`src/rtl/crgm_pkg.sv`:
```
// ----------------------------------------------------------------------------
// crgm_pkg
// Shared constants, codes and types of the counted resource grant manager.
// ----------------------------------------------------------------------------
package crgm_pkg;

  localparam int NUM_BOXES   = 8;
  localparam int MAX_CLIENTS = 16;
  localparam int MAX_HELD    = 32;
  localparam int POS_SCALE   = 100;

  localparam int BOX_SLOTS  = 8;  // fixed by the packed 8 x 8-bit registers
  localparam int SLOT_W     = (MAX_CLIENTS > 1) ? $clog2(MAX_CLIENTS) : 1;
  localparam int HIDX_W     = (MAX_HELD > 1) ? $clog2(MAX_HELD) : 1;
  localparam int HLEN_W     = $clog2(MAX_HELD + 1);
  localparam int WQ_LEN_W   = $clog2(MAX_CLIENTS + 1);
  localparam int HMEM_DEPTH = MAX_CLIENTS * MAX_HELD;
  localparam int HADDR_W    = $clog2(HMEM_DEPTH);
  localparam int CFG_IDX_W  = 2;

  localparam logic [CFG_IDX_W-1:0] CFG_COUNTS = 2'd0;
  localparam logic [CFG_IDX_W-1:0] CFG_XPOS   = 2'd1;
  localparam logic [CFG_IDX_W-1:0] CFG_YPOS   = 2'd2;

  typedef enum logic [2:0] {
    OP_CREATE  = 3'd0,
    OP_MOVE    = 3'd1,
    OP_REQUEST = 3'd2,
    OP_KILL    = 3'd3,
    OP_LOCATE  = 3'd4,
    OP_NOP     = 3'd7
  } op_t;

  typedef enum logic [2:0] {
    ST_OK      = 3'd0,
    ST_BLOCKED = 3'd1,
    ST_UNKNOWN = 3'd2,
    ST_EXISTS  = 3'd3,
    ST_FULL    = 3'd4
  } status_t;

  typedef struct packed {
    op_t        op;
    logic [7:0] client_id;
    logic [2:0] res;
  } item_t;

  typedef struct packed {
    logic        kind;
    status_t     status;
    logic [7:0]  woken_client;
    logic [2:0]  granted_resource;
    logic [14:0] location;
    logic        last;
  } result_t;

  // Fold a box index into range by repeated subtraction.
  function automatic logic [2:0] box_wrap(input logic [2:0] r);
    logic [3:0] v;
    v = {1'b0, r};
    for (int k = 0; k < 8; k++) begin
      if (v >= 4'(NUM_BOXES)) v = v - 4'(NUM_BOXES);
    end
    return v[2:0];
  endfunction

endpackage

```
`src/rtl/crgm_ifs.sv`:
```
// ----------------------------------------------------------------------------
// crgm_req_if / crgm_rsp_if
// Valid/ready channels for requests and results.
// ----------------------------------------------------------------------------
interface crgm_req_if;
  logic       valid;
  logic       ready;
  logic [2:0] operation;
  logic [7:0] client_id;
  logic [2:0] resource;
  logic [7:0] pos_x;
  logic [7:0] pos_y;
  modport source (output valid, operation, client_id, resource, pos_x, pos_y,
                  input ready);
  modport sink (input valid, operation, client_id, resource, pos_x, pos_y,
                output ready);
endinterface

interface crgm_rsp_if;
  logic        valid;
  logic        ready;
  logic        kind;
  logic [2:0]  status;
  logic [7:0]  woken_client;
  logic [2:0]  granted_resource;
  logic [14:0] location;
  logic        last;
  modport source (output valid, kind, status, woken_client, granted_resource,
                  location, last, input ready);
  modport sink (input valid, kind, status, woken_client, granted_resource,
                location, last, output ready);
endinterface

```
`src/rtl/crgm_front.sv`:
```
// ----------------------------------------------------------------------------
// crgm_front
// Accept requests, decode the operation, wrap the box index, queue two deep.
// ----------------------------------------------------------------------------
module crgm_front (
  input  logic             clk,
  input  logic             rst,
  crgm_req_if.sink         req,
  output crgm_pkg::item_t  item,
  output logic             item_valid,
  input  logic             item_ready
);
  import crgm_pkg::*;

  item_t      q [2];
  logic       wp, rp;
  logic [1:0] cnt;
  logic       push, pop;
  item_t      dec;

  always_comb begin
    dec.client_id = req.client_id;
    dec.res       = box_wrap(req.resource);
    unique case (req.operation)
      3'd0:    dec.op = OP_CREATE;
      3'd1:    dec.op = OP_MOVE;
      3'd2:    dec.op = OP_REQUEST;
      3'd3:    dec.op = OP_KILL;
      3'd4:    dec.op = OP_LOCATE;
      default: dec.op = OP_NOP;
    endcase
  end

  assign req.ready  = (cnt != 2'd2);
  assign push       = req.valid & req.ready;
  assign item_valid = (cnt != 2'd0);
  assign pop        = item_valid & item_ready;
  assign item       = q[rp];

  always_ff @(posedge clk) begin
    if (push) q[wp] <= dec;
    if (rst) begin
      wp  <= 1'b0;
      rp  <= 1'b0;
      cnt <= 2'd0;
    end else begin
      if (push) wp <= ~wp;
      if (pop)  rp <= ~rp;
      cnt <= cnt + 2'(push) - 2'(pop);
    end
  end

endmodule

```
`src/rtl/crgm_exec.sv`:
```
// ----------------------------------------------------------------------------
// crgm_exec
// Carry out one request at a time against the client, box and queue state.
// ----------------------------------------------------------------------------
module crgm_exec (
  input  logic                           clk,
  input  logic                           rst,
  input  logic                           cfg_we,
  input  logic [crgm_pkg::CFG_IDX_W-1:0] cfg_index,
  input  logic [63:0]                    cfg_data,
  input  crgm_pkg::item_t                item,
  input  logic                           item_valid,
  output logic                           item_ready,
  output crgm_pkg::result_t              res,
  output logic                           res_valid,
  input  logic                           res_ready
);
  import crgm_pkg::*;

  typedef enum logic [1:0] {S_IDLE, S_KILL_RD, S_KILL_PROC, S_EMIT} state_t;

  state_t              state;
  logic [7:0]          box_count [BOX_SLOTS];
  logic [63:0]         box_x, box_y;
  logic                slot_valid [MAX_CLIENTS];
  logic [7:0]          slot_client [MAX_CLIENTS];
  logic [HLEN_W-1:0]   held_len [MAX_CLIENTS];
  logic [SLOT_W-1:0]   wq_slot [MAX_CLIENTS];
  logic [2:0]          wq_res [MAX_CLIENTS];
  logic [WQ_LEN_W-1:0] wq_len;
  logic [2:0]          hmem [HMEM_DEPTH];
  logic [2:0]          hrdata;
  logic [SLOT_W-1:0]   kslot;
  logic [HLEN_W-1:0]   kidx, klen;

  // decode helpers
  logic              s_found, free_found, in_q, w_found;
  logic [SLOT_W-1:0] s_idx, free_idx, w_slot, hl_addr;
  logic [SLOT_W-1:0] q_pos, w_pos, rm_pos;
  logic [HLEN_W-1:0] hl_rd;
  logic [2:0]        bc_addr;
  logic [7:0]        bc_rd;
  logic              busy_idle, req_grant, req_wait, kill_go, wake, wake_app;
  logic              rm_en, hm_we, hm_re;
  logic [HADDR_W-1:0] hm_waddr, hm_raddr;
  logic [2:0]        hm_wdata;
  logic [14:0]       loc;

  always_comb begin
    s_found = 1'b0; s_idx = '0; free_found = 1'b0; free_idx = '0;
    for (int i = MAX_CLIENTS - 1; i >= 0; i--) begin
      if (slot_valid[i] && slot_client[i] == item.client_id) begin
        s_found = 1'b1;
        s_idx   = SLOT_W'(i);
      end
      if (!slot_valid[i]) begin
        free_found = 1'b1;
        free_idx   = SLOT_W'(i);
      end
    end
    in_q = 1'b0; q_pos = '0; w_found = 1'b0; w_pos = '0;
    for (int k = MAX_CLIENTS - 1; k >= 0; k--) begin
      if (WQ_LEN_W'(k) < wq_len && wq_slot[k] == s_idx) begin
        in_q  = 1'b1;
        q_pos = SLOT_W'(k);
      end
      if (WQ_LEN_W'(k) < wq_len && wq_res[k] == hrdata) begin
        w_found = 1'b1;
        w_pos   = SLOT_W'(k);
      end
    end
  end

  assign w_slot  = wq_slot[w_pos];
  assign hl_addr = (state == S_KILL_PROC) ? w_slot : s_idx;
  assign hl_rd   = held_len[hl_addr];
  assign bc_addr = (state == S_KILL_PROC) ? hrdata : item.res;
  assign bc_rd   = box_count[bc_addr];

  assign busy_idle = (state == S_IDLE) && item_valid;
  assign req_grant = busy_idle && item.op == OP_REQUEST && s_found && !in_q &&
                     hl_rd < HLEN_W'(MAX_HELD) && bc_rd != 8'd0;
  assign req_wait  = busy_idle && item.op == OP_REQUEST && s_found && !in_q &&
                     hl_rd < HLEN_W'(MAX_HELD) && bc_rd == 8'd0 &&
                     wq_len < WQ_LEN_W'(MAX_CLIENTS);
  assign kill_go   = busy_idle && item.op == OP_KILL && s_found;
  assign wake      = (state == S_KILL_PROC) && w_found;
  assign wake_app  = wake && hl_rd < HLEN_W'(MAX_HELD);
  assign rm_en     = (kill_go && in_q) || wake;
  assign rm_pos    = wake ? w_pos : q_pos;

  assign hm_we    = req_grant || wake_app;
  assign hm_waddr = HADDR_W'(hl_addr) * HADDR_W'(MAX_HELD) + HADDR_W'(hl_rd);
  assign hm_wdata = wake ? hrdata : item.res;
  assign hm_re    = (state == S_KILL_RD) && kidx != klen;
  assign hm_raddr = HADDR_W'(kslot) * HADDR_W'(MAX_HELD) + HADDR_W'(kidx);

  assign loc = 15'(box_x[8*item.res +: 8]) * 15'(POS_SCALE)
             + 15'(box_y[8*item.res +: 8]);

  assign res_valid  = (state == S_EMIT);
  assign item_ready = res_valid && res_ready && res.last;

  always_ff @(posedge clk) begin
    if (hm_we) hmem[hm_waddr] <= hm_wdata;
    if (hm_re) hrdata <= hmem[hm_raddr];
  end

  always_ff @(posedge clk) begin
    // wait queue: drop one entry, closing the gap, or append at the tail
    if (rm_en) begin
      for (int k = 0; k < MAX_CLIENTS - 1; k++) begin
        if (SLOT_W'(k) >= rm_pos) begin
          wq_slot[k] <= wq_slot[k+1];
          wq_res[k]  <= wq_res[k+1];
        end
      end
    end else if (req_wait) begin
      wq_slot[wq_len[SLOT_W-1:0]] <= s_idx;
      wq_res[wq_len[SLOT_W-1:0]]  <= item.res;
    end
    if (busy_idle && item.op == OP_CREATE && !s_found && free_found)
      slot_client[free_idx] <= item.client_id;

    if (rst) begin
      state <= S_IDLE;
      box_x <= '0;
      box_y <= '0;
      wq_len <= '0;
      for (int b = 0; b < BOX_SLOTS; b++) box_count[b] <= 8'd0;
      for (int i = 0; i < MAX_CLIENTS; i++) begin
        slot_valid[i] <= 1'b0;
        held_len[i]   <= '0;
      end
    end else begin
      if (rm_en) wq_len <= wq_len - 1'b1;
      else if (req_wait) wq_len <= wq_len + 1'b1;

      unique case (state)
        S_IDLE: begin
          if (item_valid) begin
            res <= '{kind: 1'b0, status: ST_OK, woken_client: 8'd0,
                     granted_resource: 3'd0, location: 15'd0, last: 1'b1};
            state <= S_EMIT;
            unique case (item.op)
              OP_CREATE: begin
                if (s_found) res.status <= ST_EXISTS;
                else if (!free_found) res.status <= ST_FULL;
                else begin
                  slot_valid[free_idx] <= 1'b1;
                  held_len[free_idx]   <= '0;
                end
              end
              OP_MOVE: begin
                if (!s_found) res.status <= ST_UNKNOWN;
              end
              OP_REQUEST: begin
                if (!s_found) res.status <= ST_UNKNOWN;
                else if (in_q) res.status <= ST_BLOCKED;
                else if (hl_rd >= HLEN_W'(MAX_HELD)) res.status <= ST_FULL;
                else if (bc_rd != 8'd0) begin
                  box_count[item.res] <= bc_rd - 8'd1;
                  held_len[s_idx]     <= hl_rd + 1'b1;
                end else res.status <= ST_BLOCKED;
              end
              OP_KILL: begin
                if (!s_found) res.status <= ST_UNKNOWN;
                else begin
                  kslot <= s_idx;
                  klen  <= hl_rd;
                  kidx  <= '0;
                  state <= S_KILL_RD;
                end
              end
              OP_LOCATE: res.location <= loc;
              default: ;
            endcase
          end
        end
        S_KILL_RD: begin
          if (kidx == klen) begin
            held_len[kslot]   <= '0;
            slot_valid[kslot] <= 1'b0;
            res <= '{kind: 1'b0, status: ST_OK, woken_client: 8'd0,
                     granted_resource: 3'd0, location: 15'd0, last: 1'b1};
            state <= S_EMIT;
          end else begin
            state <= S_KILL_PROC;
          end
        end
        S_KILL_PROC: begin
          if (w_found) begin
            if (wake_app) held_len[w_slot] <= hl_rd + 1'b1;
            res <= '{kind: 1'b1, status: ST_OK, woken_client: slot_client[w_slot],
                     granted_resource: hrdata, location: 15'd0, last: 1'b0};
            state <= S_EMIT;
          end else begin
            if (4'(hrdata) < 4'(NUM_BOXES) && bc_rd != 8'hFF)
              box_count[hrdata] <= bc_rd + 8'd1;
            kidx  <= kidx + 1'b1;
            state <= S_KILL_RD;
          end
        end
        S_EMIT: begin
          if (res_ready) begin
            if (res.last) state <= S_IDLE;
            else begin
              kidx  <= kidx + 1'b1;
              state <= S_KILL_RD;
            end
          end
        end
        default: state <= S_IDLE;
      endcase

      if (cfg_we) begin
        case (cfg_index)
          CFG_COUNTS: begin
            for (int b = 0; b < BOX_SLOTS; b++) box_count[b] <= cfg_data[8*b +: 8];
          end
          CFG_XPOS: box_x <= cfg_data;
          CFG_YPOS: box_y <= cfg_data;
          default: ;
        endcase
      end
    end
  end

endmodule

```
`src/rtl/counted_resource_grant_manager_top.sv`:
```
// Create, move, request and locate pass through the front queue, the executor's result
// register and the output register. Kill walks the client's held units one by one,
// handing each to the oldest waiter for its box, with a result per wake, or back to its box.
// The executor takes one request at a time; the front queue holds one more meanwhile.
// Kill's walk of the held-unit memory sets the worst case.
// Reset (rst, synchronous): clears box counts and positions, the client table,
// held lengths, the wait queue and both channels; no clearing pass is needed.
// ----------------------------------------------------------------------------
// counted_resource_grant_manager_top
// Counting semaphores per box with FIFO waiters, for a table of clients.
// ----------------------------------------------------------------------------
module counted_resource_grant_manager_top (
  input  logic                           clk,
  input  logic                           rst,
  crgm_req_if.sink                       req,
  crgm_rsp_if.source                     rsp,
  input  logic                           cfg_we,
  input  logic [crgm_pkg::CFG_IDX_W-1:0] cfg_index,
  input  logic [63:0]                    cfg_data
);
  import crgm_pkg::*;

  // front to back: decoded request and its handshake
  item_t   item;
  logic    item_valid, item_ready;
  // back to output register
  result_t res;
  logic    res_valid, res_ready;

  // Front: accept and classify requests, hold up to two.
  crgm_front u_front (
    .clk        (clk),
    .rst        (rst),
    .req        (req),
    .item       (item),
    .item_valid (item_valid),
    .item_ready (item_ready)
  );

  // Back: execute one request, emit its wakes and its final status.
  crgm_exec u_exec (
    .clk        (clk),
    .rst        (rst),
    .cfg_we     (cfg_we),
    .cfg_index  (cfg_index),
    .cfg_data   (cfg_data),
    .item       (item),
    .item_valid (item_valid),
    .item_ready (item_ready),
    .res        (res),
    .res_valid  (res_valid),
    .res_ready  (res_ready)
  );

  // Output register: advance when empty or being drained, else hold.
  assign res_ready = !rsp.valid || rsp.ready;

  always_ff @(posedge clk) begin
    if (res_valid && res_ready) begin
      rsp.kind             <= res.kind;
      rsp.status           <= res.status;
      rsp.woken_client     <= res.woken_client;
      rsp.granted_resource <= res.granted_resource;
      rsp.location         <= res.location;
      rsp.last             <= res.last;
    end
    if (rst) begin
      rsp.valid <= 1'b0;
    end else if (res_ready) begin
      rsp.valid <= res_valid;
    end
  end

endmodule

```
`src/flat_wrapper.sv`:
```
// flat-port wrapper written by rule: the top's interface ports become plain ports
module counted_resource_grant_manager_top_flat import crgm_pkg::*;
  (clk, rst, cfg_we, cfg_index, cfg_data, req_valid, req_operation, req_client_id, req_resource, req_pos_x, req_pos_y, req_ready, rsp_valid, rsp_kind, rsp_status, rsp_woken_client, rsp_granted_resource, rsp_location, rsp_last, rsp_ready);
  crgm_req_if req_i ();
  crgm_rsp_if rsp_i ();
  input  logic clk;
  input  logic rst;
  input  logic cfg_we;
  input  logic [crgm_pkg::CFG_IDX_W-1:0] cfg_index;
  input  logic [63:0] cfg_data;
  input wire logic [$bits(req_i.valid)-1:0] req_valid;
  input wire logic [$bits(req_i.operation)-1:0] req_operation;
  input wire logic [$bits(req_i.client_id)-1:0] req_client_id;
  input wire logic [$bits(req_i.resource)-1:0] req_resource;
  input wire logic [$bits(req_i.pos_x)-1:0] req_pos_x;
  input wire logic [$bits(req_i.pos_y)-1:0] req_pos_y;
  output wire logic [$bits(req_i.ready)-1:0] req_ready;
  output wire logic [$bits(rsp_i.valid)-1:0] rsp_valid;
  output wire logic [$bits(rsp_i.kind)-1:0] rsp_kind;
  output wire logic [$bits(rsp_i.status)-1:0] rsp_status;
  output wire logic [$bits(rsp_i.woken_client)-1:0] rsp_woken_client;
  output wire logic [$bits(rsp_i.granted_resource)-1:0] rsp_granted_resource;
  output wire logic [$bits(rsp_i.location)-1:0] rsp_location;
  output wire logic [$bits(rsp_i.last)-1:0] rsp_last;
  input wire logic [$bits(rsp_i.ready)-1:0] rsp_ready;
  assign req_i.valid = req_valid;
  assign req_i.operation = req_operation;
  assign req_i.client_id = req_client_id;
  assign req_i.resource = req_resource;
  assign req_i.pos_x = req_pos_x;
  assign req_i.pos_y = req_pos_y;
  assign req_ready = req_i.ready;
  assign rsp_valid = rsp_i.valid;
  assign rsp_kind = rsp_i.kind;
  assign rsp_status = rsp_i.status;
  assign rsp_woken_client = rsp_i.woken_client;
  assign rsp_granted_resource = rsp_i.granted_resource;
  assign rsp_location = rsp_i.location;
  assign rsp_last = rsp_i.last;
  assign rsp_i.ready = rsp_ready;
  counted_resource_grant_manager_top u_core (.clk(clk), .rst(rst), .req(req_i), .rsp(rsp_i), .cfg_we(cfg_we), .cfg_index(cfg_index), .cfg_data(cfg_data));
endmodule
```
`config.mk`:
```
export PLATFORM = sky130hd
export DESIGN_NAME = counted_resource_grant_manager_top_flat
export DESIGN_NICKNAME = d
export VERILOG_FILES = /design/src/rtl/crgm_pkg.sv /design/src/rtl/crgm_ifs.sv /design/src/rtl/crgm_front.sv /design/src/rtl/crgm_exec.sv /design/src/rtl/counted_resource_grant_manager_top.sv /design/src/flat_wrapper.sv
export SDC_FILE = /design/constraint.sdc
export NUM_CORES = 2
export LEC_CHECK = 0
export ABC_CLOCK_PERIOD_IN_PS = 34000
export BUFFER_PORTS_ARGS = -buffer_cell sky130_fd_sc_hd__buf_2
export CORE_MARGIN = 5
export CORE_UTILIZATION = 63
export CTS_CLUSTER_DIAMETER = 60
export DETAILED_ROUTE_END_ITERATION = 8
export PLACE_DENSITY = 0.83
export SLEW_MARGIN = 0
export SYNTH_ARGS = -nofsm -noshare
export SYNTH_HDL_FRONTEND = slang
export SYNTH_HIERARCHICAL = 1
export SYNTH_SLANG_ARGS = --single-unit
```
`constraint.sdc`:
```
create_clock -name clk -period 34 [get_ports clk]
set_clock_uncertainty 0.15 [all_clocks]
set_input_delay 0 -clock clk [delete_from_list [all_inputs] [get_ports clk]]
set_output_delay 0 -clock clk [all_outputs]
set_load 0.01 [all_outputs]
```
Word-level counts from Yosys, hierarchy flattened
Memory sizes are Yosys's and may differ from the RTL's. A register that Yosys moved wholly into a read port is not among the register bits.
Cells that the tools add are included.

storage, ports and cells
  flip-flop bits (word level) = 218
  latch bits = 0
  memory bits (writable) = 1980
  bits in read-only memories = 0
  bits of input ports = 101
  output and inout port bits = 33
  logic and storage cells = 622
  memories = 8

operators by class
  add/subtract/negate cells = 11
  multipliers = 1
  div/mod/pow operators = 0
  magnitude comparators = 34
  equality and inequality tests = 89
  shifts and indexed selects = 2
  muxes and demuxes = 293
  bitwise operators = 61
  reduce and logical (&&, ||, !) cells = 100

memory list
  memory                     words  width  read ports  clocked after Yosys merged registers in  write ports  RTL line         source
  u_core.u_exec.hmem         512    3      1           1                                        1            crgm_exec.sv:31  logic [2:0] hmem [HMEM_DEPTH];
  u_core.u_exec.slot_client  16     8      17          0                                        1            crgm_exec.sv:26  logic [7:0] slot_client [MAX_CLIENTS];
  u_core.u_exec.held_len     16     6      1           0                                        16           crgm_exec.sv:27  logic [HLEN_W-1:0] held_len [MAX_CLIENTS];
  u_core.u_exec.box_count    8      8      1           0                                        8            crgm_exec.sv:23  logic [7:0] box_count [BOX_SLOTS];
  u_core.u_exec.wq_slot      16     4      17          0                                        15           crgm_exec.sv:28  logic [SLOT_W-1:0] wq_slot [MAX_CLIENTS];
  u_core.u_exec.wq_res       16     3      16          0                                        15           crgm_exec.sv:29  logic [2:0] wq_res [MAX_CLIENTS];
  +2 memories                n/a    n/a    n/a         n/a                                      n/a          n/a

operators by type and width
  operator            number
  $mux 4              75
  $mux 1              171
  $eq 8x8->1          16
  $shiftx 64x7->8     2
  $mux 31             3
  $pmux 31 s3         1
  $mux 8              10
  $logic_and 1x1->1   67
  $eq 4x4->1          16
  $mux 6              10
  $eq 3x3->1 const B  18
  $eq 3x3->1          16
  $lt 4x5->1 const A  8
  $and 1x1->1         34
  $mux 3              10
  $ge 4x4->1 const A  7
  $reduce_or 6->1     4
  $lt 3x5->1 const A  4
  $not 1->1           19
  $add 9x6->9         2
  $pmux 6 s3          1
  $ge 3x4->1 const A  4
  $reduce_or 8->1     2
  $add 15x8->15       1
  other kinds (46)    90

Longest topological paths before layout
An unclocked memory read counts as a cell.

  word-level depth = 55
  depth in mapped cells = 30
  gate-level depth less buffers = 22

Modules after synthesis
Netlist, hierarchy kept.

by module, submodules not included
  module                              instances  cells an instance  area an instance (um2)  sequential area each (um2)
  crgm_exec                           1          6081               94753.4                 62820.2
  crgm_front                          1          75                 1280.0                  940.9
  counted_resource_grant_manager_top  1          36                 985.9                   950.9

Worst setup path after synthesis
OpenSTA, ideal clock, no wires.

  path kind = register to register
  start point = register u_core.u_exec.wq_len[1]
  end point = memory u_core.u_exec.hmem[0][1], data pin
  setup time = 4.171 ns
  arrival = 21.690 ns
  data required time = 29.679 ns
  setup slack = 7.989 ns
  stages on the path, launching flop included = 11
  buffers on the path = 2
  clock period less this slack = 26.011 ns
  path through = dfxtp_1 buf_2 inv_1 ha_1 o21ai_0 a21oi_1 and3_1 nand2_1 nand2_1 clkbuf_1 o21ai_0

between the ends
  word-level cells in the longest chain between the ends = 20
  elaborated cells between the ends (all ways) = 50
  those cells by class = order compare (16); mux (17); reduce/logical (17)

RTL lines
  item                           RTL line          source
  start, declared                crgm_exec.sv:30   logic [WQ_LEN_W-1:0] wq_len;
  start signal, assigned         crgm_exec.sv:136  if (rm_en) wq_len <= wq_len - 1'b1;
  start signal, assigned         crgm_exec.sv:137  else if (req_wait) wq_len <= wq_len + 1'b1;
  $lt 4x5->1                     crgm_exec.sv:67   if (WQ_LEN_W'(k) < wq_len && wq_res[k] == hrdata) begin
  $logic_and 1x1->1              crgm_exec.sv:67
  $mux 1 (15 in series)          crgm_exec.sv:67
  $mux 1 *                       crgm_exec.sv:67
  $logic_and 1x1->1 *            crgm_exec.sv:87   assign wake = (state == S_KILL_PROC) && w_found;
  $mux 3 *                       crgm_exec.sv:94   assign hm_wdata = wake ? hrdata : item.res;
  net u_core.u_exec.hm_wdata[1]  crgm_exec.sv:46   logic [2:0] hm_wdata;
  end, declared                  crgm_exec.sv:31

Mark *: on every way through the listed nets, which the timed path passes. The rest lies on a longest branch.

==> qor.json <==
{
  "routedLengthMet1_um": 90000,
  "number_of_i_o_pins": 134,
  "syn_nets": 6358,
  "setup_slack_ps": 23510,
  "multiInputGateArea_um2": 30300,
  "min_path_cells": 4,
  "rsz0062_at_grt": "false",
  "fin_nets": 6541,
  "gr-usage-all-layers": 0.331,
  "synth_cells": 6192,
  "synth_most_common_cell": "edfxtp_1",
  "cp-start-kind": "flop",
  "avgRoutedWirePerCell_um": 31.3,
  "synth.top_cells.by_area": "edfxtp_1 (64%), mux4_2 (13%), nor2_1 (3.3%)",
  "worst_path_largest_cell_delay_ps": 990,
  "pre_cts_slack_ps": 23920,
  "cts_tree": "built",
  "worst-endpoint-required_ps": 34370,
  "count_of_maximum_capacitance_violations": 0,
  "synth-seq-area-share": 0.667,
  "comb_power_share": 0.172,
  "overflow": 0,
  "cp_top_family": "simple AND/OR/NAND/NOR gates",
  "timing.hold.worst.start": "cfg_data[61]",
  "worst_r2r_path_depth": 21,
  "antenna_found_initial": 10,
  "final.min_clock_period_ps": 10490,
  "post-synth-top-area-fraction": 0.638,
  "number_of_different_library_cells_in_the_post_synthesis_netlist": 109,
  "row_count": 144,
  "drt-initial-drc-count": 8913,
  "worstPathArrival_ps": 10860,
  "die_h_um": 402,
  "num_vias": 59732,
  "hold_path_class": "input port to flop",
  "synth-seq-cells": 2202,
  "floorplan.initialDensity": 0.632,
  "wl_met3_um": 31700,
  "cts_root_buf": "clkbuf_16",
  "power_leakage_nw": 35.2,
  "power.density_cell_area_nw_per_um2": 61.0,
  "synth_edf_count": 2061,
  "layout-drive-gt1-share": 0.194,
  "clk_pin_slew_worst_paths_ps": 60,
  "ir_drop_mv": 0.0564,
  "die_x_extent_um": 402,
  "timing.final.hold_violations": 0,
  "netSwitchingPower_mw": 1.79,
  "timing.hold.worst_endpoint": "u_core/u_exec/box_count[7][5]",
  "clock_path_buffers": 3,
  "layout.area.seq_um2": 64700,
  "finish.cell_count_without_fillers": 8613,
  "synth_async_reset_ratio": 0,
  "critical_path.endpoint_type": "flop",
  "clock_power_share": 0.361,
  "grt_pass1_wl_um": 399000,
  "drt-pass1-iter-count": 6,
  "dr.max_layer_used": "met5",
  "io_buffers": 117,
  "fin_tns_setup_ps": 0,
  "syn_to_final_growth_pct": 11.4,
  "yosysWarnings": 6,
  "period_share": 0.309,
  "crit_chain": "mux2_2 -> xnor2_1 -> nand3_1 -> nor3_2 -> inv_1 -> a2111oi_0 -> o21ai_2 -> a21oi_1 -> a21o_2 -> buf_4 -> o221ai_1 -> o211ai_2 -> and2_1 -> inv_1 -> ha_1 -> ha_1 -> xor2_1 -> nand2_1 -> nor2_1 -> nand3_1 -> nor2_1",
  "fmax_mhz": 95.3,
  "coreArea_um2": 154000,
  "routabilityCongestion": 0.963,
  "synth_top_flop_cell": "edfxtp_1",
  "synth.cell_area_um2": 97000,
  "maximum_fanout_along_the_worst_path": 42,
  "cts.sinks": 2202,
  "register_to_register_setup_slack_ps": 23510,
  "synth_area_per_cell_um2": 15.7,
  "yosys-top-cells-count": "edfxtp_1 (2,061), nor2_1 (855), mux4_2 (558), nand2_1 (493), clkbuf_1 (225)",
  "final_number_of_setup_violating_endpoints": 0,
  "postCtsSetupBuffers": 0,
  "p_seq_frac": 0.467,
  "numPlacedInstances": 8017,
  "crit_type": "flop to flop",
  "drc_markers": 0,
  "totalWireLength_um": 270000,
  "timing_max_transition_violations_final": 0,
  "slew_headroom": 0.124,
  "pin_slew_with_the_least_headroom_to_its_limit_ps": 1310,
  "power_switching_share": 0.272,
  "number_of_global_route_vias_before_repair": 59863,
  "detail-route-antenna-nets": 0,
  "floorplan.die_area_um2": 162000,
  "wl_met2_um": 131000,
  "status": "complete, no violations",
  "path_buf_inv": 3,
  "cts-htree-levels": 4,
  "cell_with_the_largest_stage_delay_on_the_worst_path": "dfxtp_1",
  "cts_made_buffers": 211,
  "rr_endpoint": "u_core/u_exec/hmem[252][0]",
  "intPower_mw": 4.80,
  "final.fill_count": 8797,
  "clkLatencyLatePin_ps": 880,
  "synth_area_leader_cell": "edfxtp_1",
  "grt_start_max_net_pins": 240,
  "avgViaCountPerCell": 6.94,
  "post-dp-hpwl_um": 145000
}
[registers in the layout (all words and copies together) (netlist names), 5 cells and up, named ones only]
| register | cells |
|---|---|
| u_core/u_exec/slot_client | 128 |
| u_core/rsp.woken_client | 8 |
| u_core/rsp.location | 15 |
| u_core/u_exec/box_count | 64 |
| u_core/u_exec/wq_len | 5 |
| u_core/u_exec/box_x | 64 |
| u_core/u_exec/slot_valid | 16 |
| u_core/u_exec/kidx | 6 |
| u_core/u_front/q | 28 |
| u_core/u_exec/res | 31 |
| u_core/u_exec/box_y | 64 |
| u_core/u_exec/wq_res | 48 |
| u_core/u_exec/klen | 6 |
| u_core/u_exec/held_len | 96 |
| u_core/u_exec/hmem | 1536 |
| u_core/u_exec/wq_slot | 64 |
[worst max path at each step]
stage,end,start,slack [ps],cells after the start
CTS,u_core/u_exec/hmem[252][1],flop,23870,23
global route,u_core/u_exec/hmem[252][1],flop,23230,21
floorplan,u_core/u_exec/hmem[0][1],u_core/u_exec/wq_len[1],7990,10
finish,u_core/u_exec/hmem[252][0],flop,23510,21
detailed placement,u_core/u_exec/hmem[245][0],flop,23920,23
global placement,u_core/u_exec/hmem[247][2],u_core/u_exec/wq_len[1],24210,23
[final cells by class]
type,instances,area share
flip-flops and latches,2202,0.599
repair buffers,392,0.0299
multi-input cells,3487,0.280
inverters,81,0.00281
well taps,2044,0.0237
clock inverters,139,0.0134
diodes,8,0.000185
clock buffers,260,0.0513
[tightest hold or removal path: stages]
cell	delay, ps
dlygate4sd3_1	520
buf_2	120
nor2b_1	130
mux2_2	160
[placed cells by master (no fill, tap or decap), drive strengths merged, types with 17 or more instances in the layout]
master	Yosys	routed
ha	60	60
mux4	558	558
bufinv	0	17
mux2i	163	163
nor2b	32	32
nand3	80	80
inv	79	86
or3	24	24
xor2	82	82
clkbuf	227	260
buf	195	204
dlygate4sd3	0	188
nor3	54	54
nand4	50	50
nor4	24	24
dfxtp	141	141
xnor2	175	175
mux2	118	118
a31oi	18	18
clkinv	2	107
a211oi	48	48
nand2b	21	21
nand2	494	494
edfxtp	2061	2061
a21oi	206	206
a22o	48	48
o211ai	18	18
nor2	855	855
and2	48	48
o21ai	93	93
[stage by stage]
stage / cell area (µm²) / hold slack [ps] / util / total power, mW
after floorplan: 97000 / -87.6 / - / 3.93
after global placement: 99200 / 40.6 / 0.646 / 4.14
after detailed placement: 99200 / 48.9 / 0.646 / 4.18
final: 108000 / 69.6 / 0.704 / 6.59
after CTS: 108000 / 1.35 / 0.704 / 6.57
after global routing: 108000 / 71.7 / 0.704 / 6.78
[layer usage]
metal	vias to the layer above	GRT usage
met5	-	0
met4	4	0.164
met3	1050	0.0755
met2	4779	0.540
met1	29739	0.426
li1	24160	-
[cells by family after synthesis]
group                      after synthesis  share of synthesized area
muxes                                  839                      0.160
and+or+nand+nor                       1762                     0.0796
adders and majority gates               65                    0.00877
AOI/OAI and AO/OA                      564                     0.0388
DFF                                   2202                      0.667
xor gates and xnor gates               257                     0.0232
buffers and inverters                  503                     0.0223
[power groups by stage]
| stage | combinational, mW | clock, mW | sequential [mW] |
|---|---|---|---|
| 2_1_floorplan | 0.735 | 0 | 3.19 |
| 3_3_place_gp | 1.01 | 0 | 3.13 |
| 3_5_place_dp | 1.05 | 0 | 3.13 |
| 4_1_cts | 1.10 | 2.39 | 3.08 |
| 5_1_grt | 1.18 | 2.52 | 3.08 |
| 6_report | 1.13 | 2.38 | 3.08 |
[timing repair]
| action | CTS | global route |
|---|---|---|
| hold buffers | 189 | 0 |
| hold endpoints to repair | 433 | 0 |
| gates resized for setup | 0 | 0 |
Note: power is estimated with default switching activity, not from simulation.
